==> src/rtl/frame_rate_quality_governor_top_macros.svh <==
// Assertion macros for the frame-rate quality governor.
// Included by files that carry concurrent checks; needs nothing else.
`ifndef FRAME_RATE_QUALITY_GOVERNOR_TOP_MACROS_SVH
`define FRAME_RATE_QUALITY_GOVERNOR_TOP_MACROS_SVH

`ifndef SYNTHESIS

// same-cycle implication, disabled while reset is high
`define FRQG_ASSERT_NOW(label, clk, rst, ante, cons) \
   label: assert property (@(posedge clk) disable iff (rst) (ante) |-> (cons)) \
      else $error("frqg check failed");

// next-cycle implication, disabled while reset is high
`define FRQG_ASSERT_NEXT(label, clk, rst, ante, cons) \
   label: assert property (@(posedge clk) disable iff (rst) (ante) |=> (cons)) \
      else $error("frqg check failed");

`else

`define FRQG_ASSERT_NOW(label, clk, rst, ante, cons)
`define FRQG_ASSERT_NEXT(label, clk, rst, ante, cons)

`endif

`endif

==> src/rtl/frqg_pkg.sv <==
// Package for the frame-rate quality governor: widths, codes, reset values
// and the fade clamp helpers. No dependencies.
package frqg_pkg;

   localparam int TIME_W  = 32;
   localparam int LEVEL_W = 8;
   localparam int IDX_W   = 3;

   // request kinds as seen on the result channel
   typedef enum logic [1:0] {
      REQ_NONE = 2'd0,
      REQ_DOWN = 2'd1,
      REQ_UP   = 2'd2
   } req_kind_type;

   // configuration register indexes
   typedef enum logic [IDX_W-1:0] {
      CSR_SLOW_TH     = 3'd0,
      CSR_FAST_TH     = 3'd1,
      CSR_HOLD        = 3'd2,
      CSR_GRID_MIN    = 3'd3,
      CSR_GRID_MAX    = 3'd4,
      CSR_FADE_STEP   = 3'd5,
      CSR_FLOOR_OBJ   = 3'd6,
      CSR_FLOOR_ACT   = 3'd7
   } csr_index_type;

   localparam logic [LEVEL_W-1:0] GRID_STEP = 8'd1;
   localparam logic [LEVEL_W-1:0] FADE_FULL = 8'd240;

   localparam logic [TIME_W-1:0]  SLOW_TH_RST   = 32'd18182;
   localparam logic [TIME_W-1:0]  FAST_TH_RST   = 32'd15385;
   localparam logic [LEVEL_W-1:0] HOLD_RST      = 8'd5;
   localparam logic [LEVEL_W-1:0] GRID_MIN_RST  = 8'd1;
   localparam logic [LEVEL_W-1:0] GRID_MAX_RST  = 8'd15;
   localparam logic [LEVEL_W-1:0] FADE_STEP_RST = 8'd16;
   localparam logic [LEVEL_W-1:0] FLOOR_RST     = 8'd64;

   // level - step, clamped to floor (level is above floor when used)
   function automatic logic [LEVEL_W-1:0] fade_down(input logic [LEVEL_W-1:0] level,
                                                    input logic [LEVEL_W-1:0] floor_lvl,
                                                    input logic [LEVEL_W-1:0] step);
      logic [LEVEL_W:0] lim;
      lim = {1'b0, floor_lvl} + {1'b0, step};
      if ({1'b0, level} < lim) begin
         return floor_lvl;
      end
      return level - step;
   endfunction

   // level + step, clamped to full fade
   function automatic logic [LEVEL_W-1:0] fade_up(input logic [LEVEL_W-1:0] level,
                                                  input logic [LEVEL_W-1:0] step);
      logic [LEVEL_W:0] sum;
      sum = {1'b0, level} + {1'b0, step};
      if (sum > {1'b0, FADE_FULL}) begin
         return FADE_FULL;
      end
      return sum[LEVEL_W-1:0];
   endfunction

endpackage

==> src/rtl/frame_rate_quality_governor_top.sv <==
// Frame-rate quality governor, top level.
// Depends on frqg_pkg and frame_rate_quality_governor_top_macros.svh.
//
// Usage:
//   req_* carries one frame timestamp (microseconds, wrapping) per request.
//   rsp_* returns one result per request: the latched request kind, the
//   distant grid count and the two fade levels after that frame.
//   csr_* writes the eight tuning registers by index; write only while idle.
// Path: a request is held in the input register, then in the result register.
// Throughput: one request per cycle while rsp_tready is high. The period
//   compare, the band counter, the grid clamp and the fade clamp all sit
//   between the two registers, so state is ready for the next frame at once.
// Stall: while rsp_tready is low the result register holds; one more
//   request may wait in the input register, then req_tready drops.
// Reset (synchronous, active high): registers return to their defaults,
//   previous timestamp 0, no request, grid at 15, both fades full, both
//   channel stages empty.
module frame_rate_quality_governor_top (
   input  logic        clock,
   input  logic        reset,
   // request channel
   input  logic        req_tvalid,
   output logic        req_tready,
   input  logic [31:0] req_tdata,   // [31:0] frame_time_us
   // result channel
   output logic        rsp_tvalid,
   input  logic        rsp_tready,
   output logic [31:0] rsp_tdata,   // [1:0] request_kind, [9:2] grid_distance,
                                    // [17:10] fade_actors, [25:18] fade_objects,
                                    // [31:26] zero
   // configuration write port
   input  logic        csr_we,
   input  logic [2:0]  csr_index,
   input  logic [31:0] csr_wdata
);

`include "frame_rate_quality_governor_top_macros.svh"

   localparam int TW = frqg_pkg::TIME_W;
   localparam int LW = frqg_pkg::LEVEL_W;

   // ---------------- configuration registers ----------------
   logic [TW-1:0] slow_th_ff, fast_th_ff;
   logic [LW-1:0] hold_ff, grid_min_ff, grid_max_ff, fade_step_ff;
   logic [LW-1:0] floor_obj_ff, floor_act_ff;

   always_ff @(posedge clock) begin
      if (reset) begin
         slow_th_ff   <= frqg_pkg::SLOW_TH_RST;
         fast_th_ff   <= frqg_pkg::FAST_TH_RST;
         hold_ff      <= frqg_pkg::HOLD_RST;
         grid_min_ff  <= frqg_pkg::GRID_MIN_RST;
         grid_max_ff  <= frqg_pkg::GRID_MAX_RST;
         fade_step_ff <= frqg_pkg::FADE_STEP_RST;
         floor_obj_ff <= frqg_pkg::FLOOR_RST;
         floor_act_ff <= frqg_pkg::FLOOR_RST;
      end else if (csr_we) begin
         unique case (frqg_pkg::csr_index_type'(csr_index))
            frqg_pkg::CSR_SLOW_TH:   slow_th_ff   <= csr_wdata;
            frqg_pkg::CSR_FAST_TH:   fast_th_ff   <= csr_wdata;
            frqg_pkg::CSR_HOLD:      hold_ff      <= csr_wdata[LW-1:0];
            frqg_pkg::CSR_GRID_MIN:  grid_min_ff  <= csr_wdata[LW-1:0];
            frqg_pkg::CSR_GRID_MAX:  grid_max_ff  <= csr_wdata[LW-1:0];
            frqg_pkg::CSR_FADE_STEP: fade_step_ff <= csr_wdata[LW-1:0];
            frqg_pkg::CSR_FLOOR_OBJ: floor_obj_ff <= csr_wdata[LW-1:0];
            frqg_pkg::CSR_FLOOR_ACT: floor_act_ff <= csr_wdata[LW-1:0];
         endcase
      end
   end

   // ---------------- handshake ----------------
   logic          s1_valid_ff;     // input register holds a request
   logic [TW-1:0] s1_time_ff;
   logic          rsp_valid_ff;
   logic          out_free;        // result register can take a new result
   logic          s1_adv;          // request moves from input to result stage
   logic          req_acc;

   assign out_free   = !rsp_valid_ff || rsp_tready;
   assign s1_adv     = s1_valid_ff && out_free;
   assign req_tready = !s1_valid_ff || out_free;
   assign req_acc    = req_tvalid && req_tready;
   assign rsp_tvalid = rsp_valid_ff;

   always_ff @(posedge clock) begin
      if (reset) begin
         s1_valid_ff  <= 1'b0;
         rsp_valid_ff <= 1'b0;
      end else begin
         if (req_acc) begin
            s1_valid_ff <= 1'b1;
         end else if (s1_adv) begin
            s1_valid_ff <= 1'b0;
         end
         if (s1_adv) begin
            rsp_valid_ff <= 1'b1;
         end else if (rsp_tready) begin
            rsp_valid_ff <= 1'b0;
         end
      end
   end

   always_ff @(posedge clock) begin
      if (req_acc) begin
         s1_time_ff <= req_tdata;
      end
   end

   // ---------------- governor state ----------------
   logic [TW-1:0]             prev_time_ff;
   logic [LW-1:0]             band_cnt_ff, band_cnt_in;
   frqg_pkg::req_kind_type    pend_ff, pend_in;
   logic [LW-1:0]             grid_ff, grid_in;
   logic [LW-1:0]             act_fade_ff, act_fade_in;
   logic [LW-1:0]             obj_fade_ff, obj_fade_in;

   logic [TW-1:0] elapsed;
   logic          is_slow, is_fast, hit;
   logic [LW-1:0] cnt_inc;
   logic [LW:0]   grid_dn_lim, grid_up_sum;
   logic [LW-1:0] grid_dn, grid_up;
   logic          fades_full;

   // band decision and grid update
   always_comb begin
      elapsed     = s1_time_ff - prev_time_ff;
      is_slow     = elapsed > slow_th_ff;
      is_fast     = elapsed < fast_th_ff;
      cnt_inc     = band_cnt_ff + 8'd1;
      hit         = cnt_inc == hold_ff;
      grid_dn_lim = {1'b0, grid_min_ff} + {1'b0, frqg_pkg::GRID_STEP};
      grid_dn     = ({1'b0, grid_ff} < grid_dn_lim) ? grid_min_ff
                                                     : grid_ff - frqg_pkg::GRID_STEP;
      grid_up_sum = {1'b0, grid_ff} + {1'b0, frqg_pkg::GRID_STEP};
      grid_up     = (grid_up_sum > {1'b0, grid_max_ff}) ? grid_max_ff
                                                         : grid_up_sum[LW-1:0];
      fades_full  = (act_fade_ff == frqg_pkg::FADE_FULL) &&
                    (obj_fade_ff == frqg_pkg::FADE_FULL);

      band_cnt_in = band_cnt_ff;
      pend_in     = pend_ff;
      grid_in     = grid_ff;
      // slow wins when both thresholds match
      priority if (is_slow) begin
         band_cnt_in = cnt_inc;
         if (hit) begin
            band_cnt_in = '0;
            grid_in     = grid_dn;
            pend_in     = frqg_pkg::REQ_DOWN;
         end
      end else if (is_fast) begin
         band_cnt_in = cnt_inc;
         if (hit) begin
            band_cnt_in = '0;
            if (fades_full) begin
               grid_in = grid_up;
            end
            pend_in = frqg_pkg::REQ_UP;
         end
      end else begin
         band_cnt_in = '0;
         pend_in     = frqg_pkg::REQ_NONE;
      end
   end

   // fade stepping under the (possibly new) latched request
   always_comb begin
      act_fade_in = act_fade_ff;
      obj_fade_in = obj_fade_ff;
      unique case (pend_in)
         frqg_pkg::REQ_DOWN: begin
            if (grid_in == grid_min_ff) begin
               if (obj_fade_ff > floor_obj_ff) begin
                  obj_fade_in = frqg_pkg::fade_down(obj_fade_ff, floor_obj_ff, fade_step_ff);
               end else if (act_fade_ff > floor_act_ff) begin
                  act_fade_in = frqg_pkg::fade_down(act_fade_ff, floor_act_ff, fade_step_ff);
               end
            end
         end
         frqg_pkg::REQ_UP: begin
            if (act_fade_ff < frqg_pkg::FADE_FULL) begin
               act_fade_in = frqg_pkg::fade_up(act_fade_ff, fade_step_ff);
            end else if (obj_fade_ff < frqg_pkg::FADE_FULL) begin
               obj_fade_in = frqg_pkg::fade_up(obj_fade_ff, fade_step_ff);
            end
         end
         default: ;
      endcase
   end

   always_ff @(posedge clock) begin
      if (reset) begin
         prev_time_ff <= '0;
         band_cnt_ff  <= '0;
         pend_ff      <= frqg_pkg::REQ_NONE;
         grid_ff      <= frqg_pkg::GRID_MAX_RST;
         act_fade_ff  <= frqg_pkg::FADE_FULL;
         obj_fade_ff  <= frqg_pkg::FADE_FULL;
      end else if (s1_adv) begin
         prev_time_ff <= s1_time_ff;
         band_cnt_ff  <= band_cnt_in;
         pend_ff      <= pend_in;
         grid_ff      <= grid_in;
         act_fade_ff  <= act_fade_in;
         obj_fade_ff  <= obj_fade_in;
      end
   end

   // ---------------- result register ----------------
   logic [31:0] rsp_data_ff;

   always_ff @(posedge clock) begin
      if (s1_adv) begin
         rsp_data_ff <= {6'd0, obj_fade_in, act_fade_in, grid_in, pend_in};
      end
   end

   assign rsp_tdata = rsp_data_ff;

   // ---------------- checks ----------------
   // a new request never lands on an input register still holding one
   `FRQG_ASSERT_NOW(a_no_overwrite, clock, reset, req_acc && s1_valid_ff, s1_adv)
   // every request leaving the input stage shows up as a result
   `FRQG_ASSERT_NEXT(a_adv_shows, clock, reset, s1_adv, rsp_valid_ff)
   // fade levels never pass full fade
   `FRQG_ASSERT_NOW(a_fade_range, clock, reset, 1'b1,
      act_fade_ff <= frqg_pkg::FADE_FULL && obj_fade_ff <= frqg_pkg::FADE_FULL)

endmodule

==> config.mk <==
export PLATFORM = sky130hd
export DESIGN_NAME = frame_rate_quality_governor_top
export DESIGN_NICKNAME = d
export VERILOG_FILES = /design/src/rtl/frqg_pkg.sv /design/src/rtl/frame_rate_quality_governor_top.sv
export VERILOG_INCLUDE_DIRS = /design/src /design/src/rtl
export SDC_FILE = /design/constraint.sdc
export NUM_CORES = 1
export LEC_CHECK = 0
export ABC_AREA = 1
export BUFFER_PORTS_ARGS = -buffer_cell sky130_fd_sc_hd__clkbuf_2
export CORE_ASPECT_RATIO = 1.25
export CORE_MARGIN = 10
export CORE_UTILIZATION = 39
export CTS_CLUSTER_SIZE = 10
export DETAILED_ROUTE_END_ITERATION = 16
export GPL_ROUTABILITY_DRIVEN = 0
export PLACE_DENSITY = 0.58
export SLEW_MARGIN = 20
export SYNTH_ARGS = -nofsm -noshare
export SYNTH_HDL_FRONTEND = slang
export SYNTH_SLANG_ARGS = --single-unit
==> constraint.sdc <==
create_clock -name clock -period 6.3 [get_ports clock]
set_input_delay 1.26 -clock clock [delete_from_list [all_inputs] [get_ports clock]]
set_output_delay 1.26 -clock clock [all_outputs]
set_load 0.005 [all_outputs]
* Yosys cells after proc, flatten, opt, wreduce, memory -nomap -nowiden
Index checks and enable logic that the tools add are counted.
** Operators by class
- Muxes and demuxes :: 52
- $add $sub $neg :: 11
- Eq/ne operators :: 13
- Reduce and logical (&&, ||, !) cells :: 18
- Order comparisons :: 12
** Operators by type and width (count)
- 8-bit 2-to-1 mux :: 26
- 8-bit by 8-bit adder with 9-bit output :: 4
- 32-bit greater-than comparator :: 1
- 32-bit less-than comparator :: 1
- 8-bit case mux with 2 select lines :: 2
- 32-bit subtractor :: 1
- 8-bit by 9-bit less-than comparator with 1-bit output :: 3
- 1-bit 2-to-1 mux :: 20
- 8-bit by 1-bit adder with 9-bit output (second input constant) :: 2
- 9-bit by 8-bit greater-than comparator with 1-bit output (second input constant) :: 2
- 8-bit == test :: 2
- 8-bit == test (second input constant) :: 2
- 8-bit greater-than comparator :: 2
- 8-bit less-than comparator (second input constant) :: 2
- 2-bit AND reduction :: 8
- 8-bit subtractor :: 2
- 3-bit == test (second input constant) :: 4
- 9-bit by 8-bit greater-than comparator with 1-bit output :: 1
- 8-bit by 1-bit adder with 8-bit output (second input constant) :: 1
- 2-bit 2-to-1 mux :: 4
- 8-bit by 1-bit subtractor with 8-bit output (second input constant) :: 1
- 3-bit by 2-bit == test with 1-bit output (second input constant) :: 2
- 2-bit nonzero test :: 2
- 3-bit by 1-bit == test with 1-bit output (second input constant) :: 1
- other kinds (6) :: 10
** Word-level totals
- Register bits after elaboration :: 238
- Input bits :: 72
- Word-level logic and storage cells :: 124

* Logic depth before layout (Yosys ltp)
- Word-level depth :: 15
- Gate-level depth with buffers :: 43

* Worst setup path after synthesis
No wires, ideal clock.
- Kind :: reg-to-reg
- From :: reg s1_time_ff[2]
- To :: reg rsp_data_ff[18] (netlist: rsp_tdata[18]) (data pin)
- Slack :: 0.923 ns
- Stages on the path, launching flop included :: 38
- Path buffers :: 3
- Clock period less this slack :: 5.377 ns
- Library setup time :: 0.252 ns
- Arrival :: 5.125 ns
- Cell sequence :: edfxtp_1 > ha_1 > nand2_1 > nor2_1 > a211oi_1 > o21ai_0 > a21oi_1 > o21bai_1 > nand2_1 > nand2_1 > a21oi_1 > o21ai_0 > a21oi_1 > o21ai_0 > nand2_1 > nand3_1 > nand2_1 > ha_1 > (+2 left out) > nand2_1 > nand3_1 > a21oi_1 > nand2_1 > nand2_1 > clkbuf_1 > nor2_1 > inv_1 > a21oi_1 > inv_1 > ha_1 > clkbuf_1 > inv_1 > clkbuf_1 > nor2_1 > inv_1 > nand2_1 > inv_1
** RTL lines
- start, declared :: RTL line frame_rate_quality_governor_top.sv:73 : logic [TW-1:0] s1_time_ff;
- start signal, assigned :: RTL line frame_rate_quality_governor_top.sv:105 : s1_time_ff <= req_tdata;
- 32-bit subtractor (*) :: RTL line frame_rate_quality_governor_top.sv:126 : elapsed = s1_time_ff - prev_time_ff;
- 32-bit less-than comparator :: RTL line frame_rate_quality_governor_top.sv:128 : is_fast = elapsed < fast_th_ff;
- 2-bit 2-to-1 mux :: RTL line frame_rate_quality_governor_top.sv:151 : end else if (is_fast) begin
- 2-bit 2-to-1 mux (*) :: RTL line frame_rate_quality_governor_top.sv:144 : priority if (is_slow) begin
- net pend_in[0] :: RTL line frame_rate_quality_governor_top.sv:112 : frqg_pkg::req_kind_type pend_ff, pend_in;
- 2-bit == test / 2-bit by 1-bit == test with 1-bit output (equally long branches) :: RTL line frame_rate_quality_governor_top.sv:170 : unique case (pend_in)
- 8-bit case mux with 2 select lines (*) :: RTL line frame_rate_quality_governor_top.sv:170
- net obj_fade_in[0] :: RTL line frame_rate_quality_governor_top.sv:115 : logic [LW-1:0] obj_fade_ff, obj_fade_in;
- end signal, assigned :: RTL line frame_rate_quality_governor_top.sv:214 : rsp_data_ff <= {6'd0, obj_fade_in, act_fade_in, grid_in, pend_in};
- end, declared :: RTL line frame_rate_quality_governor_top.sv:210 : logic [31:0] rsp_data_ff;
The timed path passes the listed nets; every way through them passes the cells marked *.
A chain may end at the register's enable or synchronous reset.

* Final worst setup path
- From :: reg s1_time_ff[0]
- To :: reg rsp_data_ff[19] (netlist: rsp_tdata[19]) (data pin)
** Between the ends
- Cells in the longest elaborated chain, start to end :: 7
** RTL lines
- 32-bit subtractor (*) :: RTL line frame_rate_quality_governor_top.sv:126
- 32-bit less-than comparator :: RTL line frame_rate_quality_governor_top.sv:128
- 8-bit 2-to-1 mux :: RTL line frame_rate_quality_governor_top.sv:151
- 8-bit 2-to-1 mux :: RTL line frame_rate_quality_governor_top.sv:144
- 8-bit == test :: RTL line frame_rate_quality_governor_top.sv:172 : if (grid_in == grid_min_ff) begin
- 8-bit 2-to-1 mux :: RTL line frame_rate_quality_governor_top.sv:172
- 8-bit case mux with 2 select lines (*) :: RTL line frame_rate_quality_governor_top.sv:170
- net obj_fade_in[1] :: RTL line frame_rate_quality_governor_top.sv:115
Marked as above.

==> impl_metrics.env <==
export IMPL_antennaDiodeCount=0
export IMPL_core_region_area_mm2=0.0420
export IMPL_hp_class="flip-flop to flip-flop"
export IMPL_path_class="flip-flop to flip-flop"
export IMPL_async_flop_share=0
export IMPL_arrival_ns=6.14
export IMPL_totalPowerFinal_uw=4900
export IMPL_dieWidth_um=204
export IMPL_synth_top_family_by_area="simple AND/OR/NAND/NOR gates"
export IMPL_initialDrtViolationCount=912
export IMPL_drc=0
export IMPL_die_area_mm2=0.0511
export IMPL_start_kind="flip-flop"
export IMPL_clk_latency_ns=0.56
export IMPL_cts_htree_levels=1
export IMPL_p_sw_uw=1750
export IMPL_synth_compound_area_share=0.180
export IMPL_synth_top_area_share=0.218
export IMPL_antenna_found_initial=1
export IMPL_synthAdderAreaFrac=0.153
export IMPL_grt_max_degree=105
export IMPL_ctsLongestPathBuffers=3
export IMPL_synth_common_cells="nand2_1, inv_1, a21oi_1, o21ai_0, ha_1"
export IMPL_std_cell_rows=84
export IMPL_cts_sinks=238
export IMPL_wl_met2_mm=22.4
export IMPL_synth_most_common_cell="nand2_1"
export IMPL_pin_count=106
export IMPL_wl_per_cell_um=15.9
export IMPL_globalRoute_totalOverflow=0
export IMPL_relSlewSlack=0.287
export IMPL_whs_ns=0.455
export IMPL_nNetsFinal=2617
export IMPL_ys_ff_latch=238
export IMPL_vdd_drop_max_uv=199
export IMPL_route_vias_total=15100
export IMPL_yosys_area_share_simple=0.209
export IMPL_finalSetupViolCount=0
export IMPL_synth_edff_count=58
export IMPL_tns_ns=0
export IMPL_rsz0062_at_grt="false"
export IMPL_powerDensity_mw_per_mm2=265
export IMPL_cp_slowest_cell="fa_1"
export IMPL_yosys_area_share_xor_xnor=0.0424
export IMPL_ant_nets=0
export IMPL_dr_pass1_iters=6
export IMPL_cts_buffers=29
export IMPL_detail_route_wirelength_met1_mm=19.9
export IMPL_hpwl_mm=35.3
export IMPL_fmax_ghz=0.172
export IMPL_synthTopCellsByArea="dfxtp_1, ha_1, nand2_1"
export IMPL_p_int_uw=3150
export IMPL_grt_usage=0.178
export IMPL_maxCapViolCount=0
export IMPL_swShare=0.357
export IMPL_top_layer_used="met5"
export IMPL_clock_power_share=0.314
export IMPL_postSynthCellCount=2274
export IMPL_worstPathMaxFanout=16
export IMPL_synth_avg_cell_area_um2=7.27
export IMPL_grt_pass1_vias=14900
export IMPL_synthMuxAreaShare=0
export IMPL_drive_above_1_share=0.0795
export IMPL_slew_violations=0
export IMPL_power_frac_seq=0.358
export IMPL_cts_root_buffer="clkbuf_16"
export IMPL_ys_warnings_count=0
export IMPL_layout_area_overhead_vs_synth_pct=11.7
export IMPL_p_comb_frac=0.328
export IMPL_route_met3_wl_mm=2.66
export IMPL_period_needed_ns=5.82
export IMPL_portBuffers=99
export IMPL_routed_wl_mm=46.6
export IMPL_setup_ws_ns=0.476
export IMPL_synth_cell_types=49
export IMPL_ys_seq_area_frac=0.323
export IMPL_finalHoldViolCount=0
export IMPL_cp_end_kind="flip-flop"
export IMPL_cp_data_required_time_ns=6.61
export IMPL_yosysTopAreaCell="dfxtp_1"
export IMPL_utilization=0.439
export IMPL_viasPerCell=5.15
export IMPL_grt_pass1_wl_mm=75.1
export IMPL_cts_tree="done"
export IMPL_dp_slack_ns=0.0879
export IMPL_fin_skew_ns=0.0112
export IMPL_fin_crit_sh=0.924
export IMPL_netlist_area_mm2=0.0165
export IMPL_start_util=0.393
export IMPL_synth_main_ff_cell="dfxtp_1"
export IMPL_path_clk_slew_ns=0.06
export IMPL_outcome="finished, final reports clean"
export IMPL_cpPeakStageDelay_ns=0.40
export IMPL_die_height_um=250
export IMPL_cp_common_cell="nand2_1"
export IMPL_worst_pin_slew_ns=1.06
export IMPL_leakagePower_uw=0.00842
==> registers in the layout, summed over array words and instances (netlist names) <==
| register | count |
|---|---|
| grid_max_ff | 8 |
| fade_step_ff | 8 |
| fast_th_ff | 32 |
| slow_th_ff | 32 |
| obj_fade_ff | 8 |
| band_cnt_ff | 8 |
| hold_ff | 8 |
| rsp_tdata | 26 |
| act_fade_ff | 8 |
| floor_act_ff | 8 |
| floor_obj_ff | 8 |
| grid_min_ff | 8 |
| grid_ff | 8 |
| rsp_tvalid | 1 |
| s1_time_ff | 32 |
| s1_valid_ff | 1 |
| prev_time_ff | 32 |
| pend_ff | 2 |
==> stage by stage <==
stage	cells	cell area, um2
finish	2925	18500
global route	2925	18500
CTS	2921	18400
detailed placement	2871	17500
global placement	2871	17500
floorplan	2279	16600
==> cell families (layout without fill, tap and decap cells) <==
kind of cell / Yosys count / in the layout
and+or+nand+nor: 806 / 806
AOI/OAI and AO/OA: 558 / 558
buffers and inverters: 393 / 480
DFF: 238 / 238
adders and majority gates: 198 / 198
xor gates and xnor gates: 80 / 80
other: 1 / 6
==> cells in the final DEF, fill, tap and decap left out, drive strengths merged, types with 5 or more instances in the layout <==
master and n:
o211ai 31, fa 7, inv 309, nand4 17, nand3b 16, conb 6
a21oi 287, nor2 120, o21a 6, nor3 12, dfxtp 180, a211oi 5
nor4 7, o21bai 10, xor2 64, nand3 156, clkbuf 147, buf 19
o21ai 200, xnor2 16, ha 191, nand2 473, edfxtp 58
==> per-layer routing <==
| layer | up-vias | global-route usage |
|---|---|---|
| li1 | 7722 | - |
| met1 | 6853 | 0.214 |
| met2 | 375 | 0.310 |
| met3 | 112 | 0.0311 |
| met4 | 2 | 0.0644 |
| met5 | - | 0 |
==> area by class of cell <==
| type | instances | area (um2) |
|---|---|---|
| Clock buffer | 48 | 838 |
| Clock inverter | 2 | 10.0 |
| Fill cell | 4321 | 23600 |
| Inverter | 312 | 1180 |
| Multi-Input combinational cell | 1648 | 9730 |
| Sequential cell | 238 | 5350 |
| Tap cell | 559 | 699 |
| Timing Repair Buffer | 118 | 667 |
==> power groups by stage <==
| stage | Clock (uW) | Sequential (uW) | Combinational [uW] |
|---|---|---|---|
| floorplan | 0 | 1750 | 1150 |
| global placement | 0 | 1780 | 1520 |
| detailed placement | 0 | 1780 | 1560 |
| CTS | 1600 | 1750 | 1570 |
| global route | 1660 | 1760 | 1840 |
| finish | 1540 | 1750 | 1610 |
==> repair_timing <==
item / CTS / global route
hold buffers: 0 / 0
buffers inserted: 0 / 4
gates resized for setup: 0 / 18
endpoints found under the setup margin: 0 / 37
==> critical path: cells and delay by family (launching register included) <==
family | cells | cell delay (ns)
xor gates and xnor gates | 1 | 0.20
AOI/OAI and AO/OA | 5 | 0.78
buffers and inverters | 7 | 0.70
and+or+nand+nor | 24 | 2.65
DFF | 1 | 0.38
adders and majority gates | 3 | 0.85
==> worst paths after layout <==
check / start / endpoint / slack, ns / depth (start not counted)
worst max-delay path: s1_time_ff[0]$_DFFE_PP_ / rsp_tdata[19]$_DFFE_PP_ / 0.48 / 40
worst min-delay path: prev_time_ff[23]$_SDFFE_PP0P_ / prev_time_ff[23]$_SDFFE_PP0P_ / 0.45 / 2
worst max register to register: s1_time_ff[0]$_DFFE_PP_ / rsp_tdata[19]$_DFFE_PP_ / 0.48 / 40
worst min register to register: prev_time_ff[23]$_SDFFE_PP0P_ / prev_time_ff[23]$_SDFFE_PP0P_ / 0.45 / 2
Note: power is estimated with default switching activity, not from simulation.
